--- config.mk ---
export PLATFORM = sky130hd
export DESIGN_NAME = cc_cv_charge_pi_controller_unit
export DESIGN_NICKNAME = d
export VERILOG_FILES = /design/src/rtl/ccpi_pkg.sv /design/src/rtl/ccpi_cfg_regs.sv /design/src/rtl/ccpi_pi_step.sv /design/src/rtl/cc_cv_charge_pi_controller_unit.sv
export VERILOG_INCLUDE_DIRS = /design/src /design/src/rtl
export SDC_FILE = /design/constraint.sdc
export NUM_CORES = 2
export LEC_CHECK = 0
export ABC_AREA = 1
export BUFFER_PORTS_ARGS = -buffer_cell sky130_fd_sc_hd__clkbuf_2
export CORE_UTILIZATION = 48
export CTS_CLUSTER_DIAMETER = 60
export CTS_CLUSTER_SIZE = 12
export DETAILED_ROUTE_END_ITERATION = 7
export PLACE_DENSITY = 0.69
export SLEW_MARGIN = 30
export SYNTH_ARGS = -nofsm -noshare
export SYNTH_HDL_FRONTEND = slang
export SYNTH_SLANG_ARGS = --single-unit
--- constraint.sdc ---
create_clock -name i_clk -period 13.7 [get_ports i_clk]
set_clock_uncertainty 0.2 [all_clocks]
set_input_delay 2.74 -clock i_clk [delete_from_list [all_inputs] [get_ports i_clk]]
set_output_delay 2.74 -clock i_clk [all_outputs]
set_load 0.02 [all_outputs]
--- src/rtl/cc_cv_charge_pi_controller_unit_macros.svh ---
// assertion helpers for the charge controller
`ifndef CC_CV_CHARGE_PI_CONTROLLER_UNIT_MACROS_SVH
`define CC_CV_CHARGE_PI_CONTROLLER_UNIT_MACROS_SVH

// checked on every clock edge outside reset
`define CCPI_ASSERT(label, prop, msg) \
    label: assert property (@(posedge i_clk) disable iff (!i_rst_n) (prop)) else $error(msg);

// checked only while a result word is on the output
`define CCPI_ASSERT_OUT(label, prop, msg) \
    `CCPI_ASSERT(label, o_out_valid |-> (prop), msg)

`endif

--- src/rtl/ccpi_pkg.sv ---
package ccpi_pkg;

    // accumulator width, wraps at this many bits
    localparam int ACCUM_W = 32;

    localparam int CFG_IDX_W  = 3;
    localparam int CFG_DATA_W = 16;

    // charge modes
    localparam logic [1:0] MODE_IDLE = 2'd0;
    localparam logic [1:0] MODE_CC   = 2'd1;
    localparam logic [1:0] MODE_CV   = 2'd2;

    // register indexes
    localparam logic [CFG_IDX_W-1:0] REG_CURRENT_REF = 3'd0;
    localparam logic [CFG_IDX_W-1:0] REG_VOLTAGE_REF = 3'd1;
    localparam logic [CFG_IDX_W-1:0] REG_KP_CURRENT  = 3'd2;
    localparam logic [CFG_IDX_W-1:0] REG_KI_CURRENT  = 3'd3;
    localparam logic [CFG_IDX_W-1:0] REG_KP_VOLTAGE  = 3'd4;
    localparam logic [CFG_IDX_W-1:0] REG_KI_VOLTAGE  = 3'd5;
    localparam logic [CFG_IDX_W-1:0] REG_CURRENT_MIN = 3'd6;
    localparam logic [CFG_IDX_W-1:0] REG_VOLTAGE_MIN = 3'd7;

    // reset values
    localparam logic [15:0] RST_REF     = 16'h0000;
    localparam logic [7:0]  RST_KP      = 8'hF0;
    localparam logic [7:0]  RST_KI      = 8'h0A;
    localparam logic [15:0] RST_MIN     = 16'h000A;
    localparam logic [15:0] RST_CMD_OUT = 16'h00F0;
    localparam logic [15:0] CMD_MAX     = 16'hFFFF;

    typedef struct packed {
        logic [15:0] current_ref;
        logic [15:0] voltage_ref;
        logic [7:0]  kp_current;
        logic [7:0]  ki_current;
        logic [7:0]  kp_voltage;
        logic [7:0]  ki_voltage;
        logic [15:0] current_min;
        logic [15:0] voltage_min;
    } t_cfg;

endpackage

--- src/rtl/ccpi_cfg_regs.sv ---
module ccpi_cfg_regs
    import ccpi_pkg::*;
(
    input  logic                  i_clk,
    input  logic                  i_rst_n,
    input  logic                  i_cfg_we,
    input  logic [CFG_IDX_W-1:0]  i_cfg_index,
    input  logic [CFG_DATA_W-1:0] i_cfg_data,
    output t_cfg                  o_cfg
);

    t_cfg r_cfg;

    always_ff @(posedge i_clk) begin
        if (!i_rst_n) begin
            r_cfg.current_ref <= RST_REF;
            r_cfg.voltage_ref <= RST_REF;
            r_cfg.kp_current  <= RST_KP;
            r_cfg.ki_current  <= RST_KI;
            r_cfg.kp_voltage  <= RST_KP;
            r_cfg.ki_voltage  <= RST_KI;
            r_cfg.current_min <= RST_MIN;
            r_cfg.voltage_min <= RST_MIN;
        end else if (i_cfg_we) begin
            case (i_cfg_index)
                REG_CURRENT_REF: r_cfg.current_ref <= i_cfg_data;
                REG_VOLTAGE_REF: r_cfg.voltage_ref <= i_cfg_data;
                REG_KP_CURRENT:  r_cfg.kp_current  <= i_cfg_data[7:0];
                REG_KI_CURRENT:  r_cfg.ki_current  <= i_cfg_data[7:0];
                REG_KP_VOLTAGE:  r_cfg.kp_voltage  <= i_cfg_data[7:0];
                REG_KI_VOLTAGE:  r_cfg.ki_voltage  <= i_cfg_data[7:0];
                REG_CURRENT_MIN: r_cfg.current_min <= i_cfg_data;
                REG_VOLTAGE_MIN: r_cfg.voltage_min <= i_cfg_data;
                default: ;
            endcase
        end
    end

    assign o_cfg = r_cfg;

endmodule

--- src/rtl/ccpi_pi_step.sv ---
module ccpi_pi_step
    import ccpi_pkg::*;
(
    input  logic [15:0]        i_ref,
    input  logic [15:0]        i_fb,
    input  logic [7:0]         i_kp,
    input  logic [7:0]         i_ki,
    input  logic [15:0]        i_lo,
    input  logic [ACCUM_W-1:0] i_acc,
    output logic [ACCUM_W-1:0] o_acc_next,
    output logic [15:0]        o_cmd
);

    logic [16:0]        err;
    logic [31:0]        err32;
    logic [ACCUM_W-1:0] err_acc;
    logic [63:0]        acc64;
    logic [31:0]        acc32;
    logic [31:0]        p_term;
    logic [31:0]        i_term;
    logic [31:0]        sum;
    logic               over_max;
    logic               under_lo;

    always_comb begin
        // error fits 17 bits signed
        err        = {1'b0, i_ref} - {1'b0, i_fb};
        err32      = {{15{err[16]}}, err};
        err_acc    = {{(ACCUM_W-17){err[16]}}, err};
        o_acc_next = i_acc + err_acc;

        // only the low 32 bits of the integral product matter
        acc64  = {{(64-ACCUM_W){o_acc_next[ACCUM_W-1]}}, o_acc_next};
        acc32  = acc64[31:0];
        p_term = {24'd0, i_kp} * err32;
        i_term = {24'd0, i_ki} * acc32;
        sum    = {16'd0, i_fb} - p_term - i_term;

        // signed clamp to [lo, 65535]
        over_max = !sum[31] && (sum[30:16] != '0);
        under_lo = sum[31] || ((sum[30:16] == '0) && (sum[15:0] < i_lo));
        if (over_max) begin
            o_cmd = CMD_MAX;
        end else if (under_lo) begin
            o_cmd = i_lo;
        end else begin
            o_cmd = sum[15:0];
        end
    end

endmodule

--- src/rtl/cc_cv_charge_pi_controller_unit.sv ---
// cc/cv charge controller with two pi loops. one word per control tick
// (start request, current sample, voltage sample) gives one result word
// (mode after the tick, held current and voltage commands with their update
// flags, charge done). throughput is one word per clock while the result is
// taken (i_out_ready): the input word is registered, the mode machine and
// the pi step of the active loop (error, accumulator update, two 8 x 32
// products, subtract and clamp) are combinational, and the result lands in
// an output register; a result that waits untaken stalls the step. the
// accumulator feedback loop through that single pi step is what sets the
// rate. the output register lets a new word enter while a finished result
// waits. registers are written through a plain write port (index 0..7:
// current ref, voltage ref, kp/ki current, kp/ki voltage, current min,
// voltage min) and must only change while no word is in flight.
`include "cc_cv_charge_pi_controller_unit_macros.svh"

module cc_cv_charge_pi_controller_unit
    import ccpi_pkg::*;
(
    input  logic                  i_clk,
    input  logic                  i_rst_n,
    // configuration
    input  logic                  i_cfg_we,
    input  logic [CFG_IDX_W-1:0]  i_cfg_index,
    input  logic [CFG_DATA_W-1:0] i_cfg_data,
    // input words
    input  logic                  i_in_valid,
    output logic                  o_in_ready,
    input  logic                  i_start_req,
    input  logic [15:0]           i_current_fb,
    input  logic [15:0]           i_voltage_fb,
    // result words
    output logic                  o_out_valid,
    input  logic                  i_out_ready,
    output logic [1:0]            o_mode,
    output logic [15:0]           o_current_cmd,
    output logic                  o_current_cmd_valid,
    output logic [15:0]           o_voltage_cmd,
    output logic                  o_voltage_cmd_valid,
    output logic                  o_charge_done
);

    t_cfg cfg;

    ccpi_cfg_regs u_cfg (
        .i_clk       (i_clk),
        .i_rst_n     (i_rst_n),
        .i_cfg_we    (i_cfg_we),
        .i_cfg_index (i_cfg_index),
        .i_cfg_data  (i_cfg_data),
        .o_cfg       (cfg)
    );

    // input register
    logic        r_in_valid;
    logic        r_in_start;
    logic [15:0] r_in_ifb;
    logic [15:0] r_in_vfb;

    // output register
    logic        r_out_valid;
    logic [1:0]  r_out_mode;
    logic [15:0] r_out_ccmd;
    logic        r_out_cval;
    logic [15:0] r_out_vcmd;
    logic        r_out_vval;
    logic        r_out_done;

    // controller state
    logic [1:0]         r_mode;
    logic [ACCUM_W-1:0] r_cacc;
    logic [ACCUM_W-1:0] r_vacc;
    logic [15:0]        r_cout;
    logic [15:0]        r_vout;

    logic [1:0]         n_mode;
    logic [ACCUM_W-1:0] n_cacc;
    logic [ACCUM_W-1:0] n_vacc;
    logic [15:0]        n_cout;
    logic [15:0]        n_vout;
    logic               n_cval;
    logic               n_vval;
    logic               n_done;

    logic               in_fire;
    logic               step;

    logic [ACCUM_W-1:0] cacc_step;
    logic [ACCUM_W-1:0] vacc_step;
    logic [15:0]        ccmd_step;
    logic [15:0]        vcmd_step;

    // a word moves from the input register to the output register
    assign step       = r_in_valid && (!r_out_valid || i_out_ready);
    assign o_in_ready = !r_in_valid || step;
    assign in_fire    = i_in_valid && o_in_ready;

    always_ff @(posedge i_clk) begin
        if (!i_rst_n) begin
            r_in_valid <= 1'b0;
        end else if (o_in_ready) begin
            r_in_valid <= i_in_valid;
        end
    end

    always_ff @(posedge i_clk) begin
        if (in_fire) begin
            r_in_start <= i_start_req;
            r_in_ifb   <= i_current_fb;
            r_in_vfb   <= i_voltage_fb;
        end
    end

    ccpi_pi_step u_cur_pi (
        .i_ref      (cfg.current_ref),
        .i_fb       (r_in_ifb),
        .i_kp       (cfg.kp_current),
        .i_ki       (cfg.ki_current),
        .i_lo       (cfg.current_min),
        .i_acc      (r_cacc),
        .o_acc_next (cacc_step),
        .o_cmd      (ccmd_step)
    );

    ccpi_pi_step u_vol_pi (
        .i_ref      (cfg.voltage_ref),
        .i_fb       (r_in_vfb),
        .i_kp       (cfg.kp_voltage),
        .i_ki       (cfg.ki_voltage),
        .i_lo       (cfg.voltage_min),
        .i_acc      (r_vacc),
        .o_acc_next (vacc_step),
        .o_cmd      (vcmd_step)
    );

    // mode machine
    always_comb begin
        n_mode = r_mode;
        n_cacc = r_cacc;
        n_vacc = r_vacc;
        n_cout = r_cout;
        n_vout = r_vout;
        n_cval = 1'b0;
        n_vval = 1'b0;
        n_done = 1'b0;
        case (r_mode)
            MODE_IDLE: begin
                if (r_in_start) begin
                    n_mode = MODE_CC;
                end
            end
            MODE_CC: begin
                // voltage reached its target: hand over, no command this tick
                if (r_in_vfb == cfg.voltage_ref) begin
                    n_mode = MODE_CV;
                    n_cacc = '0;
                end else begin
                    n_cacc = cacc_step;
                    n_cout = ccmd_step;
                    n_cval = 1'b1;
                end
            end
            MODE_CV: begin
                // current tapered off: charge finished
                if (r_in_ifb <= cfg.current_min) begin
                    n_mode = MODE_IDLE;
                    n_vacc = '0;
                    n_done = 1'b1;
                end else begin
                    n_vacc = vacc_step;
                    n_vout = vcmd_step;
                    n_vval = 1'b1;
                end
            end
            default: begin
                n_mode = MODE_IDLE;
            end
        endcase
    end

    always_ff @(posedge i_clk) begin
        if (!i_rst_n) begin
            r_mode <= MODE_IDLE;
            r_cacc <= '0;
            r_vacc <= '0;
            r_cout <= RST_CMD_OUT;
            r_vout <= RST_CMD_OUT;
        end else if (step) begin
            r_mode <= n_mode;
            r_cacc <= n_cacc;
            r_vacc <= n_vacc;
            r_cout <= n_cout;
            r_vout <= n_vout;
        end
    end

    always_ff @(posedge i_clk) begin
        if (!i_rst_n) begin
            r_out_valid <= 1'b0;
        end else if (step) begin
            r_out_valid <= 1'b1;
        end else if (i_out_ready) begin
            r_out_valid <= 1'b0;
        end
    end

    always_ff @(posedge i_clk) begin
        if (step) begin
            r_out_mode <= n_mode;
            r_out_ccmd <= n_cout;
            r_out_cval <= n_cval;
            r_out_vcmd <= n_vout;
            r_out_vval <= n_vval;
            r_out_done <= n_done;
        end
    end

    assign o_out_valid         = r_out_valid;
    assign o_mode              = r_out_mode;
    assign o_current_cmd       = r_out_ccmd;
    assign o_current_cmd_valid = r_out_cval;
    assign o_voltage_cmd       = r_out_vcmd;
    assign o_voltage_cmd_valid = r_out_vval;
    assign o_charge_done       = r_out_done;

    // only one loop updates per tick
    `CCPI_ASSERT_OUT(a_one_loop, !(r_out_cval && r_out_vval), "both loops updated in one tick")
    // a current update means the machine stayed in constant current
    `CCPI_ASSERT_OUT(a_cval_mode, !r_out_cval || (r_out_mode == MODE_CC), "current update outside cc")
    // end of charge lands in idle
    `CCPI_ASSERT_OUT(a_done_idle, !r_out_done || (r_out_mode == MODE_IDLE), "done without idle")
    // end of charge cleared the voltage accumulator
    `CCPI_ASSERT_OUT(a_done_clear, !r_out_done || (r_vacc == '0), "voltage accumulator not cleared")

endmodule
# Yosys cells after proc, flatten, opt, wreduce, memory -nomap -nowiden
# Index checks and enable logic that the tools add are counted.
# word_totals
elab_cells,99
in_bits,57
reg_bits,266
output_inout_bits,39
# op_classes
n_reduce_logical,31
n_addsub,8
multipliers,4
n_lt_le_gt_ge,3
eq_ne,10
muxes,19
# ops
operator,count
16-bit 2-to-1 mux,8
32-bit adder,2
8-bit by 32-bit multiplier with 32-bit output,2
32-bit 2-to-1 mux,2
16-bit by 32-bit subtractor with 32-bit output,2
32-bit subtractor,2
9-bit by 17-bit multiplier with 26-bit output,2
16-bit by 16-bit subtractor with 17-bit output,2
16-bit less-than comparator,2
15-bit zero test,2
15-bit nonzero test,2
2-bit AND reduction,10
16-bit == test,1
16-bit <= comparator,1
"3-bit == test, second input constant",4
"3-bit by 2-bit == test with 1-bit output, second input constant",2
1-bit logical AND,6
2-bit 2-to-1 mux,3
2-bit one-hot mux with 3 select lines,1
1-bit 2-to-1 mux,5
1-bit zero test,4
1-bit logical OR,4
"3-bit by 1-bit == test with 1-bit output, second input constant",1
3-bit zero test,1
other kinds (4),4

# Longest topological paths before layout
# logic_depth
word_depth,11
depth_mapped,66
depth_no_buf,65

# Hierarchy
# A second synthesis with hierarchy kept.
# hier_totals
hier_cells,6263
hier_area_um2,45240.9
# by_module_without_submodules
module,area_per_inst_um2,seq_area_each_um2,cells_each,instances
ccpi_pi_step at u_cur_pi,17212.8,0.0,2463,1
ccpi_pi_step at u_vol_pi,17136.4,0.0,2468,1
cc_cv_charge_pi_controller_unit,7116.8,4103.9,793,1
ccpi_cfg_regs,3774.9,1921.8,539,1

# Least setup slack after synthesis
# No wires, ideal clock.
# synth_timing
path_kind,reg2reg
from,register r_in_vfb[1]
to,"register r_out_vcmd[3] (netlist: o_voltage_cmd[3]), data pin"
setup_ps,272
path_buffers,1
t_arrival_ps,10241
required_ps,13228
synth_period_minus_slack_ps,10713
slack_ps,2987
stages_incl_launch_ff,49
cell_sequence,edfxtp_1 -> inv_1 -> ha_1 -> nand2_1 -> o21ai_1 -> nand2_1 -> nand2_1 -> a21oi_1 -> or2_1 -> nand2_1 -> a21oi_1 -> o21ai_1 -> nand2_1 -> o21ai_1 -> xor2_1 -> nand2_1 -> fa_1 -> inv_1 -> (+13 left out) -> fa_1 -> inv_1 -> fa_1 -> inv_1 -> fa_1 -> inv_1 -> ha_1 -> a21o_1 -> a21oi_1 -> nand2_1 -> xor2_1 -> ha_1 -> nand2_1 -> o311ai_2 -> clkbuf_1 -> nand3_1 -> nand2_1 -> a22oi_1
# synth_via
elab_chain_cells,11
word_cells_on_any_way,17
classes_between,add/sub: 4; mul: 2; order compare: 1; mux: 4; reduce/logical: 6
# synth_rtl
item,line_no,source
"start, declared",cc_cv_charge_pi_controller_unit.sv:57,logic [15:0] r_in_vfb;
"start signal, assigned",cc_cv_charge_pi_controller_unit.sv:109,r_in_vfb <= i_voltage_fb;
16-bit by 16-bit subtractor with 17-bit output,ccpi_pi_step.sv:27,"err = {1'b0, i_ref} - {1'b0, i_fb};"
32-bit adder / 9-bit by 17-bit multiplier with 26-bit output (equally long branches),"ccpi_pi_step.sv:30, ccpi_pi_step.sv:35",
8-bit by 32-bit multiplier with 32-bit output / 16-bit by 32-bit subtractor with 32-bit output (equally long branches),"ccpi_pi_step.sv:36, ccpi_pi_step.sv:37",
32-bit subtractor (*),ccpi_pi_step.sv:37,"sum = {16'd0, i_fb} - p_term - i_term;"
16-bit less-than comparator / 15-bit zero test (equally long branches),ccpi_pi_step.sv:41,under_lo = sum[31] || ((sum[30:16] == '0) && (sum[15:0] < i_lo));
1-bit logical AND,ccpi_pi_step.sv:41,
1-bit logical OR,ccpi_pi_step.sv:41,
16-bit 2-to-1 mux,ccpi_pi_step.sv:44,end else if (under_lo) begin
16-bit 2-to-1 mux (*),ccpi_pi_step.sv:42,if (over_max) begin
16-bit 2-to-1 mux (*),cc_cv_charge_pi_controller_unit.sv:164,if (r_in_ifb <= cfg.current_min) begin
16-bit 2-to-1 mux (*),cc_cv_charge_pi_controller_unit.sv:145,case (r_mode)
named net n_vout[3],cc_cv_charge_pi_controller_unit.sv:79,logic [15:0] n_vout;
"end signal, assigned",cc_cv_charge_pi_controller_unit.sv:211,r_out_vcmd <= n_vout;
"end, declared",cc_cv_charge_pi_controller_unit.sv:64,logic [15:0] r_out_vcmd;
# The timed path passes the listed nets; every way through them passes the cells marked *.
# A chain may end at the register's enable or synchronous reset.

# Worst setup path after layout
# layout_timing
from,register r_in_vfb[1]
to,"register r_out_vcmd[14] (netlist: o_voltage_cmd[14]), data pin"
# The elaborated chain is that of the path after synthesis.

==> out/results.ini <==
[clock_tree]
clockBufferDepth=3
cts-hold-fix-buffers=0
cts.sinks=266
cts_resized=0
cts_made_buffers=40
clock_latency_ns=0.62
cts_tree=built
cts-root-buf=clkbuf_16
post_cts_buffers=0
clk_pin_slew_ns=0.06
h-tree-depth=2

[place]
place_ws_ns=1.17
io_buffers=95
dp_hpwl_mm=101
place_congestion=0.956

[logic_synthesis]
synth_nets=6675
synth-seq-cells=266
synthFlopType=dfxtp_1
yosysSeqAreaShare=0.143
synth_edf_count=70
synth_cells=5626
synth_area_leaders=fa_1 30%, nand2_1 11%, ha_1 11%
yosys.area.top_type=fa_1
yosysUniqueCellTypes=52
syn_avg_cell_area_um2=7.51
synthesis.area_um2=42300
async_reset_ff_frac=0
netlist.area_leader.share=0.296
ys_warn_count=0

[timing]
worst_pin_slew_ns=0.941
layout_min_cycle_time_ns=12.75
fin_setup_tns_ns=0
maxSlewViolCount=0
setup_viol=0
fmax_mhz=78.4
relSlewSlack=0.368
hold_violations=0
holdWs_ns=0.259
period_share=0.931
rsz0062_at_grt=false
layout_setup_ws_ns=0.948

[route]
drtAntennaViolNets=0
drc_errors=0
wire_per_inst_um=17.7
vias=36500
drt_iter0_markers=2474
first_pass_iters=6
viasPerCell=5.32
wl_mm=121

[layout]
final_cell_mix=1270 x nand2_1, 1135 x inv_1, 656 x nor2_1
drive_gt1_frac=0.0462
final_common_cell=nand2_1
layout.nets=6713
area_growth_pct=7.06

[setup_path]
end_kind=register
path_class=register to register
crit_path_start_kind=register
crit_top_cell=nand2_1
cpPeakStageDelay_ns=0.66
critPathRequiredTime_ns=13.82
cpMaxStageDelayCell=a21oi_4
arrival_ns=12.88
cp_max_fo=32

[worst_hold_path]
hold_class=register to register

[floorplan]
die-area_um2=89200
io_pins=96
die_y_um=299
rows=108
coreArea_um2=87000
die_x_um=299
start_util=0.486

[global_routing]
grt_pass1_wl_mm=194
grt_max_degree=58
grt_pass1_vias=36400
grt_util_all_layers=0.275
antenna_found_initial=3
grt_overflow=0

[run_status]
status=complete, no violations

[run]
cap_violations=0

-- flip-flops by register name (all words and copies together) (netlist names), 2 cells and up --
signal,flops
r_vacc,32
o_current_cmd,16
r_mode,2
u_cfg.o_cfg,96
r_in_ifb,16
r_vout,16
o_voltage_cmd,16
r_cacc,32
r_in_vfb,16
r_cout,16
o_mode,2
-- synthesized netlist by cell type, types with 6 or more instances --
cell type     n
a211oi_1     11
a21boi_0      8
a21o_1       21
a21oi_1     370
a22oi_1      14
a31oi_1      18
and2_1        6
buf_2         6
clkbuf_1    110
clkinv_1     14
dfxtp_1     196
edfxtp_1     70
fa_1        624
ha_1        368
inv_1      1136
nand2_1    1270
nand2_2      18
nand3_1     168
nand3b_1     21
nand4_1      36
nor2_1      658
nor2_2        6
nor3_1       20
nor4_1        7
o211ai_1     17
o21a_1       16
o21ai_0     156
o21ai_1       8
o21bai_1     13
or2_2        28
xnor2_1      51
xor2_1      109
-- worst max-delay path: cells and delay by family, from the launching register on --
kind                     cells  cell delay (ns)
buffers and inverters        5             0.39
flip-flops                   1             0.43
adder cells (fa/ha/maj)     12             5.03
AO/OA/AOI/OAI               14             3.14
XOR/XNOR                     3             1.00
AND/OR/NAND/NOR             20             2.26
-- path summary, 6_finish.rpt --
path | start | to | slack (ns) | depth (start not counted)
worst max-delay path | r_in_vfb[1]$_DFFE_PP_ | o_voltage_cmd[14]$_DFFE_PP_ | 0.95 | 54
worst min-delay path | r_vout[6]$_SDFFE_PN1P_ | r_vout[6]$_SDFFE_PN1P_ | 0.26 | 2
worst max register to register | r_in_vfb[1]$_DFFE_PP_ | o_voltage_cmd[14]$_DFFE_PP_ | 0.95 | 54
worst min register to register | r_vout[6]$_SDFFE_PN1P_ | r_vout[6]$_SDFFE_PN1P_ | 0.26 | 2
-- cells by family after synthesis --
logic type | synth area share
AND/OR/NAND/NOR | 0.216
buffers and inverters | 0.115
adder cells (fa/ha/maj) | 0.405
AO/OA/AOI/OAI | 0.0892
flip-flops | 0.143
XOR/XNOR | 0.0332
-- metrics by stage --
| stage | instances | cell area (um2) | utilization |
|---|---|---|---|
| CTS | 6850 | 45200 | 0.520 |
| finish | 6852 | 45200 | 0.520 |
| detailed placement | 6777 | 43900 | 0.504 |
| global placement | 6777 | 43900 | 0.504 |
| floorplan | 5626 | 42300 | - |
| global route | 6850 | 45200 | 0.520 |
-- metal layers --
metal / global-route usage / part of all wire
met4: 0.110 / 0.044
met3: 0.0358 / 0.063
met2: 0.473 / 0.48
met1: 0.351 / 0.41
met5: 0 / 0.000083
-- cell type report --
cell class                      instances  area (um2)
Clock inverter                         23         318
Sequential cell                       266        6030
Timing Repair Buffer                  122         678
Antenna cell                            2        5.00
Inverter                             1152        4330
Clock buffer                           50        1050
Multi-Input combinational cell       4082       31400
Fill cell                            8495       41800
Tap cell                             1155        1450
Power is not shown: default switching activity piles up to over one toggle a cycle in this logic, so the estimate is an artifact.
